$ cat src/tyuv_pkg.sv
// ----------------------------------------------------------------------------
// tyuv_pkg
// Types and constants of the tiled frame to linear NV12 address generator.
// ----------------------------------------------------------------------------
package tyuv_pkg;

    localparam int SIZE_W = 13;
    localparam int OFF_W  = 25;
    localparam int BYTE_W = 8;
    localparam int IDX_W  = 2;

    localparam logic [IDX_W-1:0] CFG_TILE_LAYOUT  = 2'd0;
    localparam logic [IDX_W-1:0] CFG_FRAME_WIDTH  = 2'd1;
    localparam logic [IDX_W-1:0] CFG_FRAME_HEIGHT = 2'd2;

    localparam logic LAYOUT_MB16   = 1'b0;
    localparam logic LAYOUT_TILE4  = 1'b1;
    localparam logic PLANE_LUMA    = 1'b0;
    localparam logic PLANE_CHROMA  = 1'b1;

    typedef struct packed {
        logic              plane_select;
        logic              plane_start;
        logic [BYTE_W-1:0] pixel_byte;
    } t_in_item;

    typedef struct packed {
        logic [OFF_W-1:0]  dest_offset;
        logic [BYTE_W-1:0] pixel_out;
        logic              beyond_frame;
    } t_out_item;

    // Frame size in effect: low four bits cleared, clamped to 16 .. cap.
    function automatic logic [SIZE_W-1:0] eff_size(logic [SIZE_W-1:0] v, int cap);
        logic [SIZE_W-1:0] s;
        s = {v[SIZE_W-1:4], 4'b0000};
        if (s < SIZE_W'(16)) begin
            s = SIZE_W'(16);
        end
        if (int'(s) > cap) begin
            s = SIZE_W'(cap);
        end
        return s;
    endfunction

endpackage

$ cat src/tiled_yuv_to_nv12_address.sv
// ----------------------------------------------------------------------------
// tiled_yuv_to_nv12_address
// Maps the bytes of a tiled camera frame, in source order, to their byte
// offsets in a linear NV12 buffer (16x16 macroblocks or reversed 4x4 tiles).
// ----------------------------------------------------------------------------
// channel  | signals                              | handshake
// ---------+--------------------------------------+-----------------------
// input    | i_in_data (t_in_item)                | i_in_valid / o_in_ready
// output   | o_out_data (t_out_item)              | o_out_valid / i_out_ready
// config   | i_cfg_index, i_cfg_data              | i_cfg_wr_en, no wait
//
// One transaction per cycle unless the output stalls, through stages 1 and 2.
// Stage 1 holds the tile counters and the row base; stage 2 adds the plane
// base and the in-tile line times the width (one 4x13 multiplier).
// Reset clears counters and loads 0 / 1920 / 1088 into the registers.
// An output stall holds both stages; stage 1 still takes a transaction if empty.
// ----------------------------------------------------------------------------
module tiled_yuv_to_nv12_address
    import tyuv_pkg::*;
#(
    parameter int MAX_WIDTH  = 4096,
    parameter int MAX_HEIGHT = 4096
) (
    input  logic               i_clk,
    input  logic               i_rst_n,
    input  logic               i_in_valid,
    output logic               o_in_ready,
    input  t_in_item           i_in_data,
    output logic               o_out_valid,
    input  logic               i_out_ready,
    output t_out_item          o_out_data,
    input  logic               i_cfg_wr_en,
    input  logic [IDX_W-1:0]   i_cfg_index,
    input  logic [SIZE_W-1:0]  i_cfg_data
);

    localparam int CAP_W = ((MAX_WIDTH / 16) < 1) ? 16 : (MAX_WIDTH / 16) * 16;
    localparam int CAP_H = ((MAX_HEIGHT / 16) < 1) ? 16 : (MAX_HEIGHT / 16) * 16;
    localparam int COL_W = $clog2(MAX_WIDTH / 4);
    localparam int ROW_W = $clog2(MAX_HEIGHT / 4);

    // configuration
    logic              r_layout;
    logic [SIZE_W-1:0] r_width;
    logic [SIZE_W-1:0] r_height;
    logic [OFF_W-1:0]  r_plane_size;
    logic [SIZE_W-1:0] w_eff;
    logic [SIZE_W-1:0] h_eff;
    logic [2*SIZE_W-1:0] plane_area;

    // counters
    logic              r_cur_plane;
    logic              r_plane_done;
    logic [7:0]        r_byte;
    logic [COL_W-1:0]  r_col;
    logic [ROW_W-1:0]  r_row;
    logic [OFF_W-1:0]  r_row_base;

    logic              n_plane_done;
    logic [7:0]        n_byte;
    logic [COL_W-1:0]  n_col;
    logic [ROW_W-1:0]  n_row;
    logic [OFF_W-1:0]  n_row_base;
    logic [OFF_W-1:0]  n_xsum;
    logic [3:0]        n_ymul;

    // stage 1
    logic              r_s1_valid;
    logic              r_s1_sel;
    logic              r_s1_done;
    logic [BYTE_W-1:0] r_s1_pix;
    logic [OFF_W-1:0]  r_s1_xsum;
    logic [3:0]        r_s1_ymul;

    // stage 2
    logic              r_out_valid;
    t_out_item         r_out;
    logic [OFF_W-1:0]  n_offset;
    logic [SIZE_W+3:0] line_off;

    logic              adv;
    logic              acc;
    logic              restart;
    logic              sel;
    logic [7:0]        b;
    logic [COL_W-1:0]  col;
    logic [ROW_W-1:0]  row;
    logic [OFF_W-1:0]  row_base;
    logic              done;
    logic [8:0]        tsize;
    logic [SIZE_W-1:0] cols;
    logic [SIZE_W-1:0] rows;
    logic [OFF_W-1:0]  stride;
    logic [OFF_W-1:0]  col_term;
    logic [OFF_W-1:0]  x_term;
    logic [SIZE_W-1:0] cols_cur;

    assign w_eff = eff_size(r_width, CAP_W);
    assign h_eff = eff_size(r_height, CAP_H);
    assign plane_area = {{SIZE_W{1'b0}}, w_eff} * {{SIZE_W{1'b0}}, h_eff};
    assign line_off   = {{SIZE_W{1'b0}}, r_s1_ymul} * {4'b0000, w_eff};

    assign adv         = !r_out_valid || i_out_ready;
    assign o_in_ready  = !r_s1_valid || adv;
    assign acc         = i_in_valid && o_in_ready;
    assign o_out_valid = r_out_valid;
    assign o_out_data  = r_out;

    always_comb begin
        sel      = i_in_data.plane_select;
        restart  = i_in_data.plane_start || (sel != r_cur_plane);
        b        = restart ? 8'd0 : r_byte;
        col      = restart ? '0 : r_col;
        row      = restart ? '0 : r_row;
        row_base = restart ? '0 : r_row_base;
        done     = restart ? 1'b0 : r_plane_done;

        if (r_layout == LAYOUT_MB16) begin
            cols   = w_eff >> 4;
            rows   = h_eff >> 4;
            if (sel == PLANE_LUMA) begin
                tsize    = 9'd256;
                stride   = OFF_W'(w_eff) << 4;
                col_term = OFF_W'(col) << 4;
                x_term   = OFF_W'({b[6], b[2:0]});
                n_ymul   = {b[7], b[5:3]};
            end else begin
                tsize    = 9'd128;
                stride   = OFF_W'(w_eff) << 3;
                col_term = OFF_W'(col) << 4;
                x_term   = OFF_W'({b[2:0], b[6]});
                n_ymul   = {1'b0, b[5:3]};
            end
        end else begin
            stride = OFF_W'(w_eff) << 2;
            if (sel == PLANE_LUMA) begin
                cols     = w_eff >> 2;
                rows     = h_eff >> 2;
                tsize    = 9'd16;
                col_term = OFF_W'(col) << 2;
                x_term   = OFF_W'({~b[1:0]});
                n_ymul   = {2'b00, ~b[3:2]};
            end else begin
                cols     = w_eff >> 3;
                rows     = h_eff >> 3;
                tsize    = 9'd32;
                col_term = OFF_W'(col) << 3;
                x_term   = OFF_W'({~b[2:1], ~b[0]});
                n_ymul   = {2'b00, b[4:3]};
            end
        end

        n_xsum       = row_base + col_term + x_term;
        n_plane_done = done;
        n_byte       = b;
        n_col        = col;
        n_row        = row;
        n_row_base   = row_base;
        if (!done) begin
            n_byte = b + 8'd1;
            if ({1'b0, b} + 9'd1 >= tsize) begin
                n_byte = 8'd0;
                n_col  = col + 1'b1;
                if ((SIZE_W + 1)'(col) + 1'b1 >= (SIZE_W + 1)'(cols)) begin
                    n_col      = '0;
                    n_row      = row + 1'b1;
                    n_row_base = row_base + stride;
                    if ((SIZE_W + 1)'(row) + 1'b1 >= (SIZE_W + 1)'(rows)) begin
                        n_row        = '0;
                        n_row_base   = '0;
                        n_plane_done = 1'b1;
                    end
                end
            end
        end
    end

    always_comb begin
        n_offset = r_s1_xsum + OFF_W'(line_off);
        if (r_s1_sel == PLANE_CHROMA) begin
            n_offset = n_offset + r_plane_size;
        end
        if (r_s1_done) begin
            n_offset = '0;
        end
    end

    always_ff @(posedge i_clk) begin
        if (!i_rst_n) begin
            r_layout     <= LAYOUT_MB16;
            r_width      <= SIZE_W'(1920);
            r_height     <= SIZE_W'(1088);
            r_cur_plane  <= PLANE_LUMA;
            r_plane_done <= 1'b0;
            r_byte       <= '0;
            r_col        <= '0;
            r_row        <= '0;
            r_row_base   <= '0;
            r_s1_valid   <= 1'b0;
            r_out_valid  <= 1'b0;
        end else begin
            if (i_cfg_wr_en && (i_cfg_index inside
                    {CFG_TILE_LAYOUT, CFG_FRAME_WIDTH, CFG_FRAME_HEIGHT})) begin
                case (i_cfg_index)
                    CFG_TILE_LAYOUT:  r_layout <= i_cfg_data[0];
                    CFG_FRAME_WIDTH:  r_width  <= i_cfg_data;
                    CFG_FRAME_HEIGHT: r_height <= i_cfg_data;
                    default:          r_layout <= r_layout;
                endcase
                r_plane_done <= 1'b0;
                r_byte       <= '0;
                r_col        <= '0;
                r_row        <= '0;
                r_row_base   <= '0;
            end else if (acc) begin
                r_cur_plane  <= sel;
                r_plane_done <= n_plane_done;
                r_byte       <= n_byte;
                r_col        <= n_col;
                r_row        <= n_row;
                r_row_base   <= n_row_base;
            end
            if (acc) begin
                r_s1_valid <= 1'b1;
            end else if (adv) begin
                r_s1_valid <= 1'b0;
            end
            if (adv) begin
                r_out_valid <= r_s1_valid;
            end
        end
    end

    always_ff @(posedge i_clk) begin
        r_plane_size <= OFF_W'(plane_area);
        if (acc) begin
            r_s1_sel  <= sel;
            r_s1_done <= done;
            r_s1_pix  <= i_in_data.pixel_byte;
            r_s1_xsum <= n_xsum;
            r_s1_ymul <= n_ymul;
        end
        if (adv && r_s1_valid) begin
            r_out.dest_offset  <= n_offset;
            r_out.pixel_out    <= r_s1_pix;
            r_out.beyond_frame <= r_s1_done;
        end
    end

    always_comb begin
        if (r_layout == LAYOUT_MB16) begin
            cols_cur = w_eff >> 4;
        end else if (r_cur_plane == PLANE_LUMA) begin
            cols_cur = w_eff >> 2;
        end else begin
            cols_cur = w_eff >> 3;
        end
    end

`ifndef NO_ASSERTIONS
    a_beyond_zero: assert property (@(posedge i_clk) disable iff (!i_rst_n)
        (o_out_valid && o_out_data.beyond_frame) |-> (o_out_data.dest_offset == '0))
        else $error("beyond-frame transaction with nonzero offset");

    a_done_idle: assert property (@(posedge i_clk) disable iff (!i_rst_n)
        r_plane_done |-> (r_byte == 8'd0 && r_col == '0 && r_row == '0 && r_row_base == '0))
        else $error("counters not cleared at plane end");

    a_col_range: assert property (@(posedge i_clk) disable iff (!i_rst_n)
        (SIZE_W + 1)'(r_col) < (SIZE_W + 1)'(cols_cur))
        else $error("tile column past frame width");

    a_tile4_luma: assert property (@(posedge i_clk) disable iff (!i_rst_n)
        (r_layout == LAYOUT_TILE4 && r_cur_plane == PLANE_LUMA) |-> (r_byte < 8'd16))
        else $error("byte index past 4x4 tile");

    a_stall_hold: assert property (@(posedge i_clk) disable iff (!i_rst_n)
        (r_out_valid && !i_out_ready && r_s1_valid) |=> r_s1_valid)
        else $error("stage 1 lost during output stall");
`endif

endmodule

$ cat config.mk
export PLATFORM = sky130hd
export DESIGN_NAME = tiled_yuv_to_nv12_address
export DESIGN_NICKNAME = d
export VERILOG_FILES = /design/src/tyuv_pkg.sv /design/src/tiled_yuv_to_nv12_address.sv
export SDC_FILE = /design/constraint.sdc
export NUM_CORES = 1
export LEC_CHECK = 0
export BUFFER_PORTS_ARGS = -buffer_cell sky130_fd_sc_hd__buf_2
export CORE_ASPECT_RATIO = 1.4
export CORE_MARGIN = 2
export CORE_UTILIZATION = 42
export DETAILED_ROUTE_END_ITERATION = 6
export GPL_TIMING_DRIVEN = 0
export PLACE_DENSITY_LB_ADDON = 0.2
export SKIP_LAST_GASP = 1
export SYNTH_ARGS = -nofsm -noshare
export SYNTH_HDL_FRONTEND = slang
export SYNTH_SLANG_ARGS = --single-unit
$ cat constraint.sdc
create_clock -name i_clk -period 17.85 [get_ports i_clk]
set_clock_uncertainty 0.2 [all_clocks]
set_input_delay 2.6775 -clock i_clk [delete_from_list [all_inputs] [get_ports i_clk]]
set_output_delay 2.6775 -clock i_clk [all_outputs]
set_load 0.01 [all_outputs]
## Yosys cells after proc, flatten, opt, wreduce, memory -nomap -nowiden

Cells that the tools add are included.

- Bits in registers: 182
- Input bits: 30
- Output and inout bits: 36
- Logic and storage cells: 111

- Equal/unequal tests: 3
- Reduce and logical (&&, ||, !) cells: 16
- Multiply operators: 2
- Mux-type cells: 46
- Bitwise operators: 6
- $lt $le $gt $ge: 7
- Add/subtract/negate cells: 11

Operators by type and width:

| operator | number |
|---|---|
| $mux W25 | 6 |
| $add A25 B25 Y25 | 4 |
| $mux W13 | 7 |
| $mux W10 | 9 |
| $mux W17 | 2 |
| $ge A11 B13 Y1 | 2 |
| $gt A13 B13 Y1 const B | 2 |
| $lt A13 B5 Y1 const B | 2 |
| $add A25 B17 Y25 | 1 |
| $mul A13 B13 Y25 | 1 |
| $mux W8 | 3 |
| $add A10 B1 Y11 const B | 2 |
| $mux W11 | 2 |
| $add A10 B1 Y10 const B | 2 |
| $mux W9 | 2 |
| $mul A4 B13 Y17 | 1 |
| $mux W4 | 4 |
| $mux W14 | 1 |
| $add A8 B1 Y9 const B | 1 |
| $ge A9 B9 Y1 | 1 |
| $add A8 B1 Y8 const B | 1 |
| $reduce_and A2 Y1 | 4 |
| $mux W1 | 7 |
| $mux W6 | 1 |
| other kinds (14) | 23 |

## Logic depth before layout (Yosys ltp)

- Depth in word-level cells: 11
- Gate-level depth with buffers: 26
- Depth with buffers taken out: 26

## Least setup slack after synthesis

Ideal clock, no wire load.

- Path kind: input-to-reg
- Start: input i_in_data[9] (netlist bit)
- End: register r_s1_xsum[24], data pin
- Cell stages on the path: 18
- Slack: 10.633 ns
- Library setup time: 0.259 ns
- Path buffers: 4
- Data arrival time: 6.758 ns
- Required time: 17.391 ns
- Cell sequence: xor2_1 nor2_1 clkbuf_1 clkbuf_1 clkbuf_1 clkbuf_1 nand2_1 fa_1 inv_1 ha_1 a21o_1 a21oi_1 nand2b_1 a211oi_1 o31ai_1 a2111oi_1 nand4_1 xor2_1

- Longest elaborated chain between the ends: 7

Ends and longest elaborated chain:

| what | line | source |
|---|---|---|
| start: declaration | tiled_yuv_to_nv12_address.sv:28 | `input t_in_item i_in_data,` |
| $ne A1 B1 Y1 | tiled_yuv_to_nv12_address.sv:111 | `restart = i_in_data.plane_start \|\| (sel != r_cur_plane);` |
| $logic_or A1 B1 Y1 | tiled_yuv_to_nv12_address.sv:111 |  |
| $mux W10 / $mux W8 (equally long branches) | tiled_yuv_to_nv12_address.sv:113, tiled_yuv_to_nv12_address.sv:112 |  |
| $mux W13 (tied with other cells) | tiled_yuv_to_nv12_address.sv:136 | `if (sel == PLANE_LUMA) begin` |
| $mux W14 / $mux W3 (equally long branches) | tiled_yuv_to_nv12_address.sv:118, tiled_yuv_to_nv12_address.sv:136 |  |
| $add A25 B25 Y25 / $mux W4 (equally long branches) | tiled_yuv_to_nv12_address.sv:153, tiled_yuv_to_nv12_address.sv:118 |  |
| $add A25 B25 Y25 (*) | tiled_yuv_to_nv12_address.sv:153 | `n_xsum = row_base + col_term + x_term;` |
| named net n_xsum[24] | tiled_yuv_to_nv12_address.sv:64 | `logic [OFF_W-1:0] n_xsum;` |
| end signal: assignment | tiled_yuv_to_nv12_address.sv:240 | `r_s1_xsum <= n_xsum;` |
| end: declaration | tiled_yuv_to_nv12_address.sv:72 | `logic [OFF_W-1:0] r_s1_xsum;` |

Mark *: on every way through the listed nets, which the timed path passes. The rest lies on a longest branch.
A chain may end at the register's enable or synchronous reset.

## Worst setup path after layout

Ends and elaborated chain as after synthesis.

==> out/results.txt <==
The flow ran to the end, and the final reports show no timing, DRC or antenna violations. The cell area that synthesis handed to floorplanning was 0.01468 mm2. The number of buffer cells added on primary ports is 62, and the buffer count from post-CTS setup fixing is 0. For this design, the CTS-stage hold fixing added 0 buffers. The worst hold margin came out at 0.2187 ns. For the sequential cell area fraction in the yosys report, the log shows 0.2761.

Synthesis produced 1,669 cells. In this run the count of I/O pins placed on the die edge is 66. The region available for standard cell placement spans 0.03466 mm2. At the end of the flow, the number of nets in the layout was 2,015. From left edge to right edge, the die measures 162.0 um. The number of global-route vias before repair was 12,170.

The count of buffer and inverter cells on the critical path was 6. Clock-pin slew was measured on the worst setup and hold paths at 0.07 ns. The die covers 0.03649 mm2.

The classification of the worst setup path is input port to flip-flop. The tools report the global router's overall resource usage as 0.2368. The signal on the critical path passes through buf_2 > xor2_1 > nor2_1 > clkbuf_1 > clkbuf_1 > clkbuf_1 > clkbuf_1 > nand2_1 > fa_1 > inv_1 > ha_1 > a21o_1 > a21oi_1 > nand2b_1 > a211oi_1 > o31ai_1 > a2111oi_1 > nand4_1 > xor2_1.

The proportion of layout cells with a drive suffix above 1 was 0.07989; the number of core rows was 81. The worst slew slack as a fraction of its limit came out at 0.4513. The final worst-path setup slack is 8.582 ns. The tools report the nature of the critical path startpoint as an input port. After synthesis, the mean cell area works out to 8.796 um2. Clock latency on the worst-skew pair, taken at its later pin, is 0.47 ns.

The slowest stage of the critical path belongs to the cell a2111oi_1. Once detailed placement completed, the half-perimeter wirelength came to 34,120 um. Wires add up to 42,340 um.

In this run, synthesis inferred 73 flip-flops with an integrated enable. The total power divided by cell area was 74.72 mW/mm2; the count of endpoints failing hold in the final timing report was 0. Among cell families on the critical path, the largest total delay comes from buffers and inverters.

The completed layout was analyzed and its total power is 1.211 mW. Gates resized during post-CTS repair numbered 0. For the worst setup path, the data arrival time is 9.27 ns. Before antenna repair, the detailed router went through 5 iterations.

The tightest min-delay check is of the flip-flop to flip-flop type. The netlist uses 89 different library cells. Initial cell density of the core: 0.4235. When the netlist entered floorplanning its net count stood at 1,932.

TritonCTS built the clock tree. The largest fanout on the critical path is 10. Yosys printed 0 warnings.

The global-route wire length before repair was 66,170 um. Setup repair after global routing left no endpoint under its margin. For this run, the leading register cell type out of synthesis is dfxtp_1.

Via total after detailed routing: 12,270. The path with the worst hold slack has its endpoint at o_out_data[1]$_DFFE_PP_. The count of nets left with antenna violations once routing finished came out at 0. The synthesis-to-layout area growth is 10.40%, and the die span in y is 225.2 um. The count of maximum capacitance violations was 0.

In the final routed layout, each cell accounts on average for 19.06 um. The endpoint identified for the worst register-to-register timing path is o_out_data[33]$_SDFFCE_PP0P_. The post-layout minimum cycle time is 9.268 ns, and the post-place setup slack is 8.226 ns. For the max-slew violation count, the log shows 0.

For the final routed database, the setup TNS stands at 0 ns. Among the stages of the critical path, the cell type that occurs most often is clkbuf_1. The tree built by TritonCTS fans out to 166 sinks. The reported leakage power is 7.277 nW.

The congestion estimate from routability-driven global placement came to 0.9484. The worst IR drop on VDD came out at 0.05148 mV. The logs give 0 for the antenna diode instance count and 0 for the final setup violation count. The number of buffers added by the clock tree synthesis step is 17, and the biggest cell delay along the critical path is 0.81 ns. The tree is rooted in a clkbuf_16. The synthesized design contains 166 register bits. The tools report the start of the worst register-to-register path as r_width[12]$_SDFFE_PN0P_. After detailed routing, the number of remaining DRC violations is 0.

CTS built an H-tree with a depth of 4. Share of the core filled with cells in the final layout: 0.4676. The share of synthesized flip-flops with an asynchronous set or reset came out at 0. The run gives 35 as the largest net degree at the start of global routing. For the slack of the worst reg-to-reg path, the log shows 10.40 ns.

The capturing element type of the critical path is a flip-flop. Global routing finished with a remaining overflow of 0. Derived from the worst setup path, the maximum achievable clock frequency is 107.9 MHz.

The worst path required time was 17.85 ns; the maximum number of buffers from clock root to sink was 2. The worst hold path was traced through 0 stages. The source of the worst hold timing path is r_s1_pix[0]$_DFFE_PP_. After detailed routing, the number of vias per cell comes to 5.525. The ratio of final minimum period to clock period was 0.5192; the number of violations reported at the end of detailed-routing iteration 0 was 816. The number of cell instances on the worst register-to-register path works out to 25.

At the pin with the least slew margin, the transition time is 0.8209 ns. The initial antenna violation count is 0.
-- flip-flops by register name, summed over array words and instances, names as in the netlist --
signal        count
o_out_data       34
o_out_valid       1
r_byte            8
r_col            10
r_cur_plane       1
r_height          9
r_layout          1
r_plane_done      1
r_plane_size     17
r_row            10
r_row_base       25
r_s1_done         1
r_s1_pix          8
r_s1_sel          1
r_s1_valid        1
r_s1_xsum        25
r_s1_ymul         4
r_width           9
-- cells in the mapped netlist, drive strengths merged, types with 7 or more instances --
library cell,count,area share
nand2,187,0.048
ha,155,0.13
nor2,145,0.038
inv,133,0.034
a21oi,105,0.036
dfxtp,93,0.13
fa,78,0.11
edfxtp,73,0.15
clkbuf,63,0.016
and2,56,0.024
xnor2,55,0.033
o21ai,52,0.018
nand3,49,0.017
nor2b,47,0.020
nor3,37,0.013
mux2i,34,0.023
xor2,29,0.017
a211oi,22,0.012
a22o,22,0.014
a21o,20,0.010
and3,19,0.0081
nand2b,18,0.0077
buf,16,0.0070
o21a,13,0.0066
or3,13,0.0060
nand4,12,0.0051
a21boi,11,0.0056
o21bai,11,0.0056
nor4,7,0.0040
or2,7,0.0032
-- worst reg2reg max path, cell delays in order, from the launching register on --
cell	delay, ns
dfxtp_1	0.39
clkbuf_1	0.31
nor2b_1	0.68
nand2_1	0.17
fa_1	0.53
inv_1	0.06
fa_1	0.54
inv_1	0.05
fa_1	0.49
inv_1	0.04
ha_1	0.35
a211oi_1	0.34
o21bai_1	0.12
a21oi_1	0.23
o21bai_1	0.09
a21oi_1	0.17
xnor2_1	0.18
ha_1	0.32
and3_1	0.18
a221oi_1	0.44
o21ai_1	0.22
o41a_1	0.40
a211oi_1	0.27
xnor2_1	0.19
and3_1	0.19
nor3_1	0.04
-- area by class of cell --
cell class / instances / area, um2
fill: 3463 / 18450
multi-input combinational: 1291 / 9794
sequential: 166 / 4054
tap: 456 / 570.5
inverter: 133 / 499.2
clock buffer: 17 / 425.4
timing repair buffer: 64 / 350.3
buffer: 79 / 341.6
clock inverter: 15 / 171.4
-- per-stage QoR --
step,instances,instance area [um2]
2_1_floorplan,1669,14680
3_3_place_gp,2187,15560
3_5_place_dp,2189,15610
4_1_cts,2221,16210
5_1_grt,2221,16210
6_report,2221,16210
-- cells by family (layout without fill, tap and decap cells) --
group / count (synthesis) / after routing / share of synthesized area
buf+inv: 212 / 308 / 0.05719
mux: 37 / 37 / 0.02548
xor+xnor: 84 / 84 / 0.05011
flops: 166 / 166 / 0.2761
compound gates: 326 / 326 / 0.1509
simple gates: 611 / 611 / 0.2017
fa+ha+maj: 233 / 233 / 0.2385
-- worst max-delay path by stage --
stage | endpoint | slack (ns) | cells past startpoint | start
final | r_s1_xsum[24]$_DFFE_PP_ | 8.58 | 19 | i_in_data[9]
after global routing | r_s1_xsum[24]$_DFFE_PP_ | 8.28 | 19 | i_in_data[9]
after CTS | r_s1_xsum[24]$_DFFE_PP_ | 8.63 | 19 | i_in_data[9]
after detailed placement | r_s1_xsum[24]$_DFFE_PP_ | 8.23 | 19 | i_in_data[9]
after global placement | r_s1_xsum[24]$_DFFE_PP_ | 8.20 | 19 | i_in_data[9]
after floorplan | r_s1_xsum[24]$_DFFE_PP_ | 10.63 | 18 | i_in_data[9]
-- metal layers --
metal | share of wire | global-route usage | up-vias
met5 | 0 | 0 | -
met4 | 0.054 | 0.1322 | 0
met3 | 0.031 | 0.02908 | 100
met2 | 0.52 | 0.4351 | 300
met1 | 0.39 | 0.2626 | 5924
li1 | - | - | 5946
-- cell usage in the layout (no fill, tap or decap), types with 4 or more instances in the layout --
master,Yosys,final
a2bb2oi_1,5,5
o41ai_1,4,4
o21a_1,13,13
and2_1,53,53
nand2_1,187,187
nor4_1,6,6
o21ai_0,48,48
a211oi_1,21,21
nand3_1,49,49
nand4_1,12,12
and3_1,19,19
nor2_1,143,143
edfxtp_1,73,73
clkbuf_16,0,17
buf_2,4,66
inv_8,0,6
nor2b_1,47,46
o21bai_1,11,11
or2_2,6,6
nor3_1,35,35
dfxtp_1,93,93
xnor2_1,55,55
ha_1,155,155
buf_1,7,7
mux2i_1,34,34
a31oi_1,5,5
a21o_1,20,20
o31ai_1,5,5
fa_1,78,78
clkbuf_1,62,61
o211ai_1,5,5
a22o_1,16,16
a21boi_0,11,11
inv_1,133,133
nand2b_1,18,18
a21oi_1,103,103
or3_1,11,11
xor2_1,29,29
a22o_2,5,5
-- power breakdown --
group | internal [mW] | leakage (nW) | switching (mW) | total (mW)
Combinational | 0.155 | 5.51 | 0.231 | 0.386
Clock | 0.190 | 0.293 | 0.193 | 0.382
Sequential | 0.425 | 1.47 | 0.0168 | 0.442
Total | 0.770 | 7.28 | 0.441 | 1.21
Power figures use the tool's default switching activity.
